--- src/design/mbrf_pkg.sv ---
// Shared types, function codes and the CRC-16 byte update for the Modbus RTU request framer.
package mbrf_pkg;

   localparam logic [7:0]  FC_READ_COILS      = 8'h01;
   localparam logic [7:0]  FC_READ_HOLDING    = 8'h03;
   localparam logic [7:0]  FC_WRITE_COIL      = 8'h05;
   localparam logic [7:0]  FC_WRITE_COILS     = 8'h0F;
   localparam logic [7:0]  FC_WRITE_REGISTERS = 8'h10;

   localparam logic [15:0] CRC_INIT = 16'hFFFF;
   localparam logic [15:0] CRC_POLY = 16'hA001;

   localparam int unsigned JOB_BYTES = 7;

   // Frame bookkeeping carried from one transaction to the next.
   typedef struct packed {
      logic [7:0]  latched_function;
      logic [15:0] items_remaining;
      logic [7:0]  coil_pack_byte;
      logic [2:0]  coil_bit_position;
      logic        frame_open;
   } frame_state_type;

   // Bytes one transaction puts on the wire; data[0] goes out first.
   typedef struct packed {
      logic [JOB_BYTES-1:0][7:0] data;
      logic [2:0]                count;
      logic                      finish;
      logic                      restart;
   } job_type;

   // One byte through the reflected Modbus CRC-16, bit by bit.
   function automatic logic [15:0] crc_byte(input logic [15:0] crc, input logic [7:0] value);
      logic [15:0] c;
      c = crc ^ {8'h00, value};
      for (int i = 0; i < 8; i++) begin
         if (c[0]) begin
            c = (c >> 1) ^ CRC_POLY;
         end else begin
            c = c >> 1;
         end
      end
      return c;
   endfunction

endpackage

--- src/design/mbrf_decode.sv ---
// Decodes one request transaction into the frame bytes it causes and the next frame state.
module mbrf_decode (
   input  logic                     req_type,
   input  logic [7:0]               slave_address,
   input  logic [7:0]               function_code,
   input  logic [15:0]              start_address,
   input  logic [15:0]              quantity,
   input  logic [15:0]              data_word,
   input  mbrf_pkg::frame_state_type state,
   output mbrf_pkg::frame_state_type state_next,
   output mbrf_pkg::job_type         job
);

   logic        known;
   logic [16:0] coil_sum;
   logic [7:0]  coil_byte;
   logic [7:0]  coil_bit;
   logic [15:0] items_dec;

   assign coil_sum  = {1'b0, quantity} + 17'd7;
   assign coil_bit  = 8'(data_word[0]) << state.coil_bit_position;
   assign coil_byte = state.coil_pack_byte | coil_bit;
   assign items_dec = state.items_remaining - 16'd1;

   always_comb begin
      case (function_code)
         mbrf_pkg::FC_READ_COILS, mbrf_pkg::FC_READ_HOLDING, mbrf_pkg::FC_WRITE_COIL,
         mbrf_pkg::FC_WRITE_COILS, mbrf_pkg::FC_WRITE_REGISTERS: known = 1'b1;
         default: known = 1'b0;
      endcase
   end

   always_comb begin
      state_next  = state;
      job.data    = '0;
      job.count   = 3'd0;
      job.finish  = 1'b0;
      job.restart = 1'b0;

      if (!req_type) begin
         // A header always opens a fresh frame, abandoning any open one.
         job.restart                  = 1'b1;
         state_next.latched_function  = function_code;
         state_next.items_remaining   = 16'd0;
         state_next.coil_pack_byte    = 8'd0;
         state_next.coil_bit_position = 3'd0;
         state_next.frame_open        = 1'b0;
         if (!known) begin
            job.finish = 1'b1;
         end else begin
            job.data[0] = slave_address;
            job.data[1] = function_code;
            job.data[2] = start_address[15:8];
            job.data[3] = start_address[7:0];
            if (function_code == mbrf_pkg::FC_WRITE_COIL) begin
               job.count                  = 3'd4;
               state_next.items_remaining = 16'd1;
               state_next.frame_open      = 1'b1;
            end else begin
               job.data[4] = quantity[15:8];
               job.data[5] = quantity[7:0];
               job.count   = 3'd6;
               if (function_code == mbrf_pkg::FC_WRITE_REGISTERS) begin
                  job.data[6] = {quantity[6:0], 1'b0};
                  job.count   = 3'd7;
               end else if (function_code == mbrf_pkg::FC_WRITE_COILS) begin
                  job.data[6] = coil_sum[10:3];
                  job.count   = 3'd7;
               end
               if ((function_code == mbrf_pkg::FC_WRITE_REGISTERS ||
                    function_code == mbrf_pkg::FC_WRITE_COILS) && quantity != 16'd0) begin
                  state_next.items_remaining = quantity;
                  state_next.frame_open      = 1'b1;
               end else begin
                  job.finish = 1'b1;
               end
            end
         end
      end else if (state.frame_open && state.items_remaining != 16'd0) begin
         state_next.items_remaining = items_dec;
         if (state.latched_function == mbrf_pkg::FC_WRITE_COILS) begin
            if (state.coil_bit_position == 3'd7 || items_dec == 16'd0) begin
               job.data[0]                  = coil_byte;
               job.count                    = 3'd1;
               state_next.coil_pack_byte    = 8'd0;
               state_next.coil_bit_position = 3'd0;
            end else begin
               state_next.coil_pack_byte    = coil_byte;
               state_next.coil_bit_position = state.coil_bit_position + 3'd1;
            end
         end else begin
            job.data[0] = data_word[15:8];
            job.data[1] = data_word[7:0];
            job.count   = 3'd2;
         end
         if (items_dec == 16'd0) begin
            job.finish                   = 1'b1;
            state_next.coil_pack_byte    = 8'd0;
            state_next.coil_bit_position = 3'd0;
            state_next.frame_open        = 1'b0;
         end
      end
   end

endmodule

--- src/design/modbus_rtu_request_framer_unit.sv ---
// Top level of the Modbus RTU master request framer: decode, byte emitter and output register.
// Throughput: one frame byte per cycle while the output register is empty or being drained;
// a transaction causes up to eleven bytes, all sent by the single byte emitter with its per-byte CRC update.
// A transaction that causes no bytes never loads the job register; the next is accepted on the last byte.
// Reset (synchronous, active high) clears the frame state, sets the CRC to 0xFFFF and
// pad_enable to one, and empties the job and output registers.
module modbus_rtu_request_framer_unit (
   input  logic        clock,
   input  logic        reset,
   input  logic        req_valid,
   output logic        req_ready,
   input  logic        req_type,
   input  logic [7:0]  req_slave_address,
   input  logic [7:0]  req_function_code,
   input  logic [15:0] req_start_address,
   input  logic [15:0] req_quantity,
   input  logic [15:0] req_data_word,
   output logic        rsp_valid,
   input  logic        rsp_ready,
   output logic [7:0]  rsp_tx_byte,
   output logic        rsp_last_byte,
   input  logic        csr_we,
   input  logic        csr_wdata
);

   // Configuration register.
   logic pad_enable_ff;

   // Frame bookkeeping, updated the moment a transaction is accepted.
   mbrf_pkg::frame_state_type state_ff, state_in;
   mbrf_pkg::job_type         job_in;

   // Job register: the current transaction's bytes, shifted out one per cycle when the emitter advances.
   logic                                job_valid_ff;
   logic [mbrf_pkg::JOB_BYTES-1:0][7:0] data_ff;
   logic [2:0]                          count_ff;
   logic [1:0]                          tail_ff;
   logic                                finish_ff;
   logic                                pad_ff;
   logic                                restart_ff;
   logic [15:0]                         crc_ff;

   // Output register.
   logic       rsp_valid_ff;
   logic [7:0] tx_byte_ff;
   logic       last_byte_ff;

   logic       accept;
   logic       advance;
   logic       job_last;
   logic       job_done;
   logic       job_nonempty;
   logic [15:0] crc_eff;
   logic [15:0] crc_in;
   logic [7:0]  byte_out;
   logic        last_out;

   mbrf_decode u_decode (
      .req_type      (req_type),
      .slave_address (req_slave_address),
      .function_code (req_function_code),
      .start_address (req_start_address),
      .quantity      (req_quantity),
      .data_word     (req_data_word),
      .state         (state_ff),
      .state_next    (state_in),
      .job           (job_in)
   );

   // The emitter moves one byte whenever the output register is empty or being drained.
   assign advance = job_valid_ff && (!rsp_valid_ff || rsp_ready);

   // The tail is CRC low, CRC high, then two zero pad bytes when padding is on.
   always_comb begin
      if (count_ff != 3'd0) begin
         job_last = (count_ff == 3'd1) && !finish_ff;
      end else begin
         job_last = (tail_ff == 2'd3) || (tail_ff == 2'd1 && !pad_ff);
      end
   end

   assign job_done     = advance && job_last;
   assign req_ready    = !job_valid_ff || job_done;
   assign accept       = req_valid && req_ready;
   assign job_nonempty = (job_in.count != 3'd0) || job_in.finish;

   // A header restarts the CRC at its first byte; otherwise the running value carries on.
   assign crc_eff = restart_ff ? mbrf_pkg::CRC_INIT : crc_ff;

   always_comb begin
      byte_out = 8'h00;
      last_out = 1'b0;
      crc_in   = crc_eff;
      if (count_ff != 3'd0) begin
         byte_out = data_ff[0];
         crc_in   = mbrf_pkg::crc_byte(crc_eff, data_ff[0]);
      end else begin
         case (tail_ff)
            2'd0: byte_out = crc_eff[7:0];
            2'd1: begin
               byte_out = crc_eff[15:8];
               last_out = !pad_ff;
               crc_in   = mbrf_pkg::CRC_INIT;
            end
            2'd2: byte_out = 8'h00;
            2'd3: last_out = 1'b1;
            default: byte_out = 8'h00;
         endcase
      end
   end

   always_ff @(posedge clock) begin
      if (reset) begin
         pad_enable_ff <= 1'b1;
      end else if (csr_we) begin
         pad_enable_ff <= csr_wdata;
      end
   end

   always_ff @(posedge clock) begin
      if (reset) begin
         state_ff <= '0;
      end else if (accept) begin
         state_ff <= state_in;
      end
   end

   always_ff @(posedge clock) begin
      if (reset) begin
         job_valid_ff <= 1'b0;
         restart_ff   <= 1'b0;
         crc_ff       <= mbrf_pkg::CRC_INIT;
      end else begin
         if (advance) begin
            crc_ff <= crc_in;
         end
         // A job loading on the last byte of the one before it takes its own restart flag.
         if (accept && job_nonempty) begin
            job_valid_ff <= 1'b1;
            restart_ff   <= job_in.restart;
         end else begin
            if (job_done) begin
               job_valid_ff <= 1'b0;
            end
            if (advance) begin
               restart_ff <= 1'b0;
            end
         end
      end
   end

   // Payload of the job register.
   always_ff @(posedge clock) begin
      if (accept && job_nonempty) begin
         data_ff   <= job_in.data;
         count_ff  <= job_in.count;
         tail_ff   <= 2'd0;
         finish_ff <= job_in.finish;
         pad_ff    <= pad_enable_ff;
      end else if (advance) begin
         if (count_ff != 3'd0) begin
            data_ff  <= data_ff >> 8;
            count_ff <= count_ff - 3'd1;
         end else begin
            tail_ff <= tail_ff + 2'd1;
         end
      end
   end

   always_ff @(posedge clock) begin
      if (reset) begin
         rsp_valid_ff <= 1'b0;
      end else if (advance) begin
         rsp_valid_ff <= 1'b1;
      end else if (rsp_ready) begin
         rsp_valid_ff <= 1'b0;
      end
   end

   always_ff @(posedge clock) begin
      if (advance) begin
         tx_byte_ff   <= byte_out;
         last_byte_ff <= last_out;
      end
   end

   assign rsp_valid     = rsp_valid_ff;
   assign rsp_tx_byte   = tx_byte_ff;
   assign rsp_last_byte = last_byte_ff;

endmodule
--- config.mk ---
export PLATFORM = sky130hd
export DESIGN_NAME = modbus_rtu_request_framer_unit
export DESIGN_NICKNAME = d
export VERILOG_FILES = /design/src/design/mbrf_pkg.sv /design/src/design/mbrf_decode.sv /design/src/design/modbus_rtu_request_framer_unit.sv
export SDC_FILE = /design/constraint.sdc
export NUM_CORES = 1
export LEC_CHECK = 0
export ABC_AREA = 1
export BUFFER_PORTS_ARGS = -buffer_cell sky130_fd_sc_hd__buf_2
export CORE_UTILIZATION = 50
export CTS_CLUSTER_SIZE = 25
export DETAILED_ROUTE_END_ITERATION = 12
export GPL_TIMING_DRIVEN = 1
export PLACE_DENSITY_LB_ADDON = 0.05
export SETUP_SLACK_MARGIN = 0.05
export SLEW_MARGIN = 30
export SYNTH_ARGS = -nofsm -noshare
export SYNTH_HDL_FRONTEND = slang
export SYNTH_SLANG_ARGS = --single-unit
--- constraint.sdc ---
create_clock -name clock -period 4.2 [get_ports clock]
set_input_delay 1.05 -clock clock [delete_from_list [all_inputs] [get_ports clock]]
set_output_delay 1.05 -clock clock [all_outputs]
set_load 0.05 [all_outputs]
== Word level (Yosys, flattened, before mapping) ==
Cells that the tools add are included.
Operators by class
  $add $sub $neg: 5
  $mul: 0
  divide/modulo/power cells: 0
  order comparisons: 0
  equality and inequality tests: 13
  shift-type cells: 1
  mux-type cells: 64
  bitwise gates (word level): 12
  reductions and logical operators: 35
Operator list (number)
  $mux W16: 21
  $mux W56: 3
  $mux W59: 1
  $mux W28: 2
  $mux W11: 4
  $mux W20: 2
  $mux W40: 1
  $mux W8: 4
  $reduce_bool A16 Y1: 2
  $mux W24: 1
  $not A2 Y3: 8
  $mux W1: 17
  $eq A8 B4 Y1 const B: 2
  $logic_not A16 Y1: 1
  $pmux W8 S2: 1
  $sub A16 B1 Y16 const B: 1
  $xor A16 B8 Y16: 1
  $mux W3: 5
  $mux W12: 1
  $add A11 B3 Y11 const B: 1
  $eq A8 B1 Y1 const B: 1
  $eq A8 B2 Y1 const B: 1
  $eq A8 B3 Y1 const B: 1
  $eq A8 B5 Y1 const B: 1
  22 further kinds: 47
Word-level totals
  bits in registers: 128
  latch bits: 0
  bits in writable memories: 0
  bits in read-only memories: 0
  input bits: 71
  output and inout port bits: 11
  word-level logic and storage cells: 153
  memories kept: 0

== Longest topological paths before layout ==
Gate-level depths: netlist (run 1).
  depth after elaboration: 26
  depth in mapped cells: 19
  gate-level depth less buffers: 18

== Modules after synthesis ==
A second synthesis (run 1) with hierarchy kept.
Unflattened totals
  cell total of the unflattened synthesis: 1153
  area total of the unflattened synthesis: 8062.7 um^2
Modules (own cells, without submodules)
  modbus_rtu_request_framer_unit: times used 1, cells each 684, area each 5785.5 um^2, seq. area each 3263.1 um^2
  mbrf_decode: times used 1, cells each 469, area each 2277.2 um^2, seq. area each 0.0 um^2

== Worst setup path after synthesis (run 1) ==
Ideal clock, no wire load.
  path kind: input-to-reg
  start: input port rsp_ready
  end: register count_ff[0] (enable)
  library setup time: 418 ps
  arrival: 3734 ps
  required time: 3782 ps
  setup slack: 48 ps
  stages on the path: 9
  buffers on the path: 1
  cell sequence: inv_1 -> nand2_1 -> nand2_1 -> o21ai_2 -> nand2_2 -> inv_1 -> o21ai_4 -> buf_6 -> nand2_1
Between the ends
  cells in the longest elaborated chain, start to end: 8
  elaborated cells between the ends (all ways): 9
  those cells by class: reduce/logical: 9
RTL lines
  start: declaration: RTL line modbus_rtu_request_framer_unit.sv:19  | input logic rsp_ready,
  $logic_or A1 B1 Y1 (*): RTL line modbus_rtu_request_framer_unit.sv:71  | assign advance = job_valid_ff && (!rsp_valid_ff || rsp_ready);
  $logic_and A1 B1 Y1 (*): RTL line modbus_rtu_request_framer_unit.sv:71
  $logic_and A1 B1 Y1 (*): RTL line modbus_rtu_request_framer_unit.sv:82  | assign job_done = advance && job_last;
  $logic_or A1 B1 Y1 (*): RTL line modbus_rtu_request_framer_unit.sv:83  | assign req_ready = !job_valid_ff || job_done;
  net req_ready: RTL line modbus_rtu_request_framer_unit.sv:11  | output logic req_ready,
  $logic_and A1 B1 Y1 (*): RTL line modbus_rtu_request_framer_unit.sv:84  | assign accept = req_valid && req_ready;
  $logic_and A1 B1 Y1 (*): RTL line modbus_rtu_request_framer_unit.sv:154  | if (accept && job_nonempty) begin
  $reduce_bool A2 Y1 (no line)
  $reduce_and A2 Y1 (no line) (*)
  end signal: assignment: RTL line modbus_rtu_request_framer_unit.sv:156  | count_ff <= job_in.count;
  end signal: assignment: RTL line modbus_rtu_request_framer_unit.sv:163  | count_ff <= count_ff - 3'd1;
  end: declaration: RTL line modbus_rtu_request_framer_unit.sv:36  | logic [2:0] count_ff;
Mark *: on every way through the listed nets, which the timed path passes. The rest lies on a longest branch.
A chain may end at the register's enable or synchronous reset.

== Worst setup path after layout (run 1) ==
  start: register count_ff[0]
  end: output port req_ready
Between the ends
  cells in the longest elaborated chain, start to end: 5
  elaborated cells between the ends (all ways): 6
  those cells by class: eq/ne: 1; mux: 1; reduce/logical: 4
RTL lines
  $eq A3 B1 Y1: RTL line modbus_rtu_request_framer_unit.sv:76  | job_last = (count_ff == 3'd1) && !finish_ff;
  $logic_and A1 B1 Y1: RTL line modbus_rtu_request_framer_unit.sv:76
  $mux W1 (*): RTL line modbus_rtu_request_framer_unit.sv:75  | if (count_ff != 3'd0) begin
  $logic_and A1 B1 Y1 (*): RTL line modbus_rtu_request_framer_unit.sv:82
  $logic_or A1 B1 Y1 (*): RTL line modbus_rtu_request_framer_unit.sv:83
  end: declaration: RTL line modbus_rtu_request_framer_unit.sv:11
Mark *: on every way between the ends. The rest lies on a longest branch, timed or not.

==> impl_metrics.env, run 1 <==
export IMPL_synthCells=914
export IMPL_run_status="finished, final reports clean"
export IMPL_routedWlPerCell_um=15.3
export IMPL_wirelength_um=18100
export IMPL_ctsResizeCount=0
export IMPL_synthesis_nets=995
export IMPL_ff2ff_setup_slack_ns=1.06
export IMPL_synth_seq_cells=128
export IMPL_fmax_mhz=293
export IMPL_layout_nets=1071
export IMPL_syn_area_um2=7150
export IMPL_arrival_ns=2.36
export IMPL_max_cap_violations=0
export IMPL_ctsHoldBuffers=0
export IMPL_cts_tree="yes"
export IMPL_port_buffers=81
export IMPL_yosysSeqAreaShare=0.457
export IMPL_die_h_um=122
export IMPL_grt_pass1_vias=5901
export IMPL_worst_setup_path_end_kind="primary output"
export IMPL_cts_setup_buffers=0
export IMPL_n_antenna_cell=0
export IMPL_die_w_um=122
export IMPL_post_route_min_period_ns=3.41
export IMPL_numCtsBuffers=17
export IMPL_cts_root_buf="clkbuf_16"
export IMPL_max_slew_margin=0.562
export IMPL_ys_types=45
export IMPL_peakVddDrop_mv=0.319
export IMPL_critPathKind="reg2out"
export IMPL_worstSkewPairLatency_ns=0.42
export IMPL_period_share=0.812
export IMPL_yosys_warnings=0
export IMPL_initial_core_util=0.513
export IMPL_final_antenna_net_count=0
export IMPL_startpoint_type="register"
export IMPL_drc=0
export IMPL_max_slew_worst_pin_slew_ns=0.653
export IMPL_power_density_nw_per_um2=440
export IMPL_finClkSkew_ns=0.00740
export IMPL_crit_required_ns=3.15
export IMPL_rows=43
export IMPL_hold_viol_final=0
export IMPL_dpl_hpwl_um=13100
export IMPL_antenna_found_initial=0
export IMPL_rsz0062_at_grt="false"
export IMPL_synth_edf_count=70
export IMPL_core_um2=13900
export IMPL_placed_cell_area_um2=7660
export IMPL_drv_slew=0
export IMPL_synthToLayoutAreaGrowth_pct=15.4
export IMPL_gr_total_overflow=0
export IMPL_grt_max_degree=50
export IMPL_finalSetupViolations=0
export IMPL_first_pass_iters=5
export IMPL_vias=6369
export IMPL_fin_area_um2=8250
export IMPL_clkTransAtPathRegs_ns=0.06
export IMPL_grt_pass1_wl_um=29700
export IMPL_ioPinCount=82
export IMPL_finalSetupTns_ns=0
export IMPL_dieArea_um2=14800
export IMPL_gp_congestion=0.887
export IMPL_synth_area_per_cell_um2=7.82
export IMPL_p_leak_nw=3.64
export IMPL_cts_buffer_depth=2
export IMPL_gr_usage_all_layers=0.265
export IMPL_crit_fanout=15
export IMPL_synthArstFlopShare=0
export IMPL_cts_sinks=128
export IMPL_htree_levels=4
export IMPL_hold_class="reg2reg"
export IMPL_ys_flop_type="edfxtp_1"
export IMPL_fin_util=0.592
export IMPL_drive_above_1_share=0.164
export IMPL_drtIter0Drc=464
export IMPL_vias_per_cell=5.38
metrics by stage:
stage,cells,hold WS [ns],total power [mW],setup WS (ns)
3_3_place_gp,1151,0.452,2.17,0.721
6_report,1183,0.456,3.63,0.788
4_1_cts,1183,0.460,3.64,0.785
3_5_place_dp,1151,0.452,2.17,0.605
5_1_grt,1183,0.494,3.81,0.673
2_1_floorplan,914,0.408,2.00,0.624
final timing paths:
kind,startpoint,to,depth (start not counted)
worst max register to register,count_ff[0],data_ff[26],12
worst max-delay path,count_ff[0],req_ready,7
worst min-delay path,state_ff[35],state_ff[35],2
worst min register to register,state_ff[35],state_ff[35],2
metal layers:
metal,global-route usage,wire length (µm),up-vias
li1,-,-,3238
met1,0.335,8170,2966
met2,0.450,8980,137
met3,0.0515,616,28
met4,0.0918,361,0
met5,0,0,-
report_power, final:
part | switching, mW | internal, mW | total [mW] | leakage (nW)
logic | 0.433 | 0.220 | 0.653 | 2.21
registers | 0.0528 | 1.45 | 1.50 | 1.15
clock network | 0.595 | 0.882 | 1.48 | 0.283
total | 1.08 | 2.55 | 3.63 | 3.64
area by class of cell:
class | instances | area [µm²]
Multi-Input combinational cell | 663 | 3360
Tap cell | 180 | 225
Clock inverter | 14 | 159
Clock buffer | 18 | 429
Sequential cell | 128 | 3260
Fill cell | 1313 | 5680
Inverter | 91 | 342
Timing Repair Buffer | 89 | 478
synthesized netlist by cell type (3+ instances only):
cell / count / area, µm²
inv_2: 7 / 26.3
a221oi_1: 4 / 35.0
buf_6: 7 / 78.8
dfxtp_1: 58 / 1160
nand2_2: 7 / 43.8
nor2_1: 71 / 267
nand3_1: 39 / 195
o21ai_0: 74 / 370
a31oi_1: 15 / 93.8
a22oi_1: 6 / 45.0
nand2_1: 268 / 1010
o221ai_1: 4 / 35.0
o211ai_1: 4 / 30.0
nand2_4: 3 / 33.8
nor4_1: 3 / 18.8
clkinv_1: 4 / 15.0
clkbuf_1: 12 / 45.0
o21ai_1: 11 / 55.1
nor2_4: 6 / 67.6
nand4_1: 22 / 138
ha_1: 10 / 125
a21oi_1: 43 / 215
nor2_2: 9 / 56.3
buf_2: 5 / 25.0
buf_4: 3 / 22.5
xnor2_1: 8 / 70.1
a211oi_1: 3 / 22.5
inv_1: 80 / 300
buf_1: 5 / 18.8
nor3_1: 12 / 60.1
xor2_1: 16 / 140
edfxtp_1: 70 / 2100
o22ai_1: 8 / 50.1
placed cells by master, fill, tap and decap left out, drive strengths merged, types with 5 or more instances in the layout:
| cell | count |
|---|---|
| inv | 90 |
| nand3 | 41 |
| a31oi | 15 |
| clkinv | 12 |
| ha | 10 |
| nor2 | 87 |
| nor4 | 5 |
| edfxtp | 70 |
| o21ai | 88 |
| o22ai | 8 |
| dfxtp | 58 |
| xor2 | 16 |
| nor3 | 12 |
| a22oi | 6 |
| nand4 | 22 |
| clkbuf | 18 |
| buf | 89 |
| a21oi | 44 |
| nand2 | 278 |
| xnor2 | 8 |
critical path, stage by stage (launching register included):
cell and delay, ns:
edfxtp_1 0.41, inv_1 0.10, ha_1 0.17, nand2_1 0.35
nor2_2 0.30, a31oi_1 0.08, o21ai_2 0.21, buf_2 0.31
flip-flops by register name, indices dropped and copies added, names as in the netlist:
| register | flops |
|---|---|
| data_ff | 56 |
| state_ff | 36 |
| crc_ff | 16 |
| rsp_tx_byte | 8 |
| count_ff | 3 |
| tail_ff | 2 |
| finish_ff | 1 |
| job_valid_ff | 1 |
| pad_enable_ff | 1 |
| pad_ff | 1 |
| restart_ff | 1 |
| rsp_last_byte | 1 |
| rsp_valid | 1 |
logic make-up (layout without fill, tap and decap cells):
| family | after synthesis | after routing | synth area share |
|---|---|---|---|
| buffers and inverters | 123 | 212 | 0.0744 |
| adder cells (fa/ha/maj) | 10 | 10 | 0.0175 |
| flip-flops | 128 | 128 | 0.457 |
| AND/OR/NAND/NOR | 448 | 448 | 0.277 |
| XOR/XNOR | 24 | 24 | 0.0294 |
| AO/OA/AOI/OAI | 181 | 181 | 0.145 |
Power figures use the tool's default switching activity.
==> inputs of run 2 (changes only) <==
Clock period 4.2 ns to 2.86 ns, I/O delays scaled along.
==> run 2 against run 1 <==
Effect of this change:
- flip-flop and latch count unchanged
- largest power group is now clock
- largest cell class unchanged
- setup slack worse by 0.56 ns
- critical path type unchanged
- utilization up 1.9 points
==> impl_metrics.env, run 2 (synthesis gave the netlist of run 1 again) <==
export IMPL_run_status="finished, final reports clean"
export IMPL_grt_max_degree=39
export IMPL_finClkSkew_ns=0.00699
export IMPL_r2r_end="data_ff[5]"
export IMPL_min_from="pad_enable_ff"
export IMPL_final_antenna_net_count=0
export IMPL_multiInputGateArea_um2=3390
export IMPL_port_buffers=81
export IMPL_drive_above_1_share=0.184
export IMPL_largest_register_ffs=56
export IMPL_die_w_um=122
export IMPL_layout_common_cells="267 x nand2_1, 81 x buf_2, 80 x inv_1"
export IMPL_hold_class="reg2reg"
export IMPL_grt_pass1_wl_um=29700
export IMPL_finalSetupViolations=0
export IMPL_core_um2=13900
export IMPL_fin_area_um2=8520
export IMPL_first_pass_iters=5
export IMPL_drc=0
export IMPL_cts_tree="yes"
export IMPL_critPathKind="reg2out"
export IMPL_ioPinCount=82
export IMPL_ctsHoldBuffers=0
export IMPL_gr_usage_all_layers=0.263
export IMPL_power_density_nw_per_um2=644
export IMPL_max_slew_margin=0.597
export IMPL_drv_slew=0
export IMPL_antenna_found_initial=0
export IMPL_final_common_cell="nand2_1"
export IMPL_top_regs="data_ff (56), state_ff (36), crc_ff (16)"
export IMPL_vias_per_cell=5.30
export IMPL_clkTransAtPathRegs_ns=0.06
export IMPL_stdcell_count=1205
export IMPL_p_leak_nw=3.79
export IMPL_post_route_min_period_ns=2.63
export IMPL_max_slew_worst_pin_slew_ns=0.604
export IMPL_numCtsBuffers=17
export IMPL_dp_cells=1173
export IMPL_crit_fanout=3
export IMPL_die_h_um=122
export IMPL_arrival_ns=1.92
export IMPL_ff2ff_path_depth=16
export IMPL_finalSetupTns_ns=0
export IMPL_synthToLayoutAreaGrowth_pct=19.2
export IMPL_worst_setup_path_end_kind="primary output"
export IMPL_ff2ff_setup_slack_ns=0.27
export IMPL_startpoint_type="register"
export IMPL_dpl_hpwl_um=13400
export IMPL_cts_root_buf="clkbuf_16"
export IMPL_rsz0062_at_grt="false"
export IMPL_cts_setup_buffers=0
export IMPL_regArea_um2=3260
export IMPL_timing_rr_start="state_ff[13]"
export IMPL_hold_viol_final=0
export IMPL_cts_sinks=128
export IMPL_dieArea_um2=14800
export IMPL_max_cap_violations=0
export IMPL_worstSkewPairLatency_ns=0.42
export IMPL_rows=43
export IMPL_routedWlPerCell_um=15.1
export IMPL_holdWs_ns=0.458
export IMPL_cts_buffer_depth=2
export IMPL_n_antenna_cell=0
export IMPL_gp_congestion=0.899
export IMPL_layout_nets=1093
export IMPL_top_register="data_ff"
export IMPL_peakVddDrop_mv=0.509
export IMPL_initial_core_util=0.513
export IMPL_period_share=0.921
export IMPL_final_fill_count=1308
export IMPL_wirelength_um=18200
export IMPL_htree_levels=4
export IMPL_vias=6391
export IMPL_fmax_mhz=380
export IMPL_pre_cts_slack_ns=0.140
export IMPL_min_to="pad_ff"
export IMPL_placed_cell_area_um2=7890
export IMPL_fin_ws_ns=0.227
export IMPL_min_path_cells=0
export IMPL_crit_required_ns=2.14
export IMPL_drtIter0Drc=428
export IMPL_gr_total_overflow=0
export IMPL_grt_pass1_vias=5969
run 2: changes by cell type in the layout (fill, tap and decap cells not counted), sizes merged:
cell,change
buf,+22
bufinv,+2
clkbuf,-1
clkinv,+2
inv,-3
run 2: worst max path at each step:
stage                              start           to  slack (ns)  cells past startpoint
floorplan                     tail_ff[1]  count_ff[0]        0.23                     13
global placement    req_function_code[6]  data_ff[46]        0.18                     12
detailed placement  req_function_code[6]  data_ff[46]        0.14                     12
CTS                         state_ff[13]  data_ff[46]        0.13                     15
global route                state_ff[13]  data_ff[13]        0.05                     16
finish                        tail_ff[1]    req_ready        0.23                      9
run 2: layout make-up:
cell class	instances	area share
clock buffer	17	0.0499
multi-input combinational	663	0.398
sequential	128	0.383
inverter	91	0.0401
clock inverter	15	0.0228
tap	180	0.0264
timing repair buffer	111	0.0799
run 2: timing repair:
item | in CTS | in global routing
setup endpoints to repair | 0 | 75
resized for setup | 0 | 4
hold endpoints to repair | 0 | 0
run 2: power breakdown:
part | switching [mW] | internal, mW
clock | 0.811 | 1.45
combinational | 0.654 | 0.363
sequential | 0.0762 | 2.13
total | 1.54 | 3.94
run 2: through the flow:
step	power [mW]	utilization
final	5.48	0.611
after global placement	3.24	0.566
after floorplan	2.95	-
after global routing	5.73	0.611
after detailed placement	3.24	0.566
after CTS	5.50	0.610
run 2: routing by layer:
metal / global-route usage / vias up / part of all wire
li1: - / 3282 / -
met1: 0.332 / 2912 / 0.44
met2: 0.447 / 159 / 0.49
met3: 0.0510 / 38 / 0.045
met4: 0.0972 / 0 / 0.024
met5: 0 / - / 0
run 2: critical path, stage by stage (launching register included):
cell and delay [ns]:
dfxtp_1 0.33, inv_1 0.07, ha_1 0.20, inv_2 0.06, nor2_1 0.03, nor2_1 0.12, nor2_2 0.06, a31oi_1 0.31
o21ai_4 0.09, buf_2 0.22
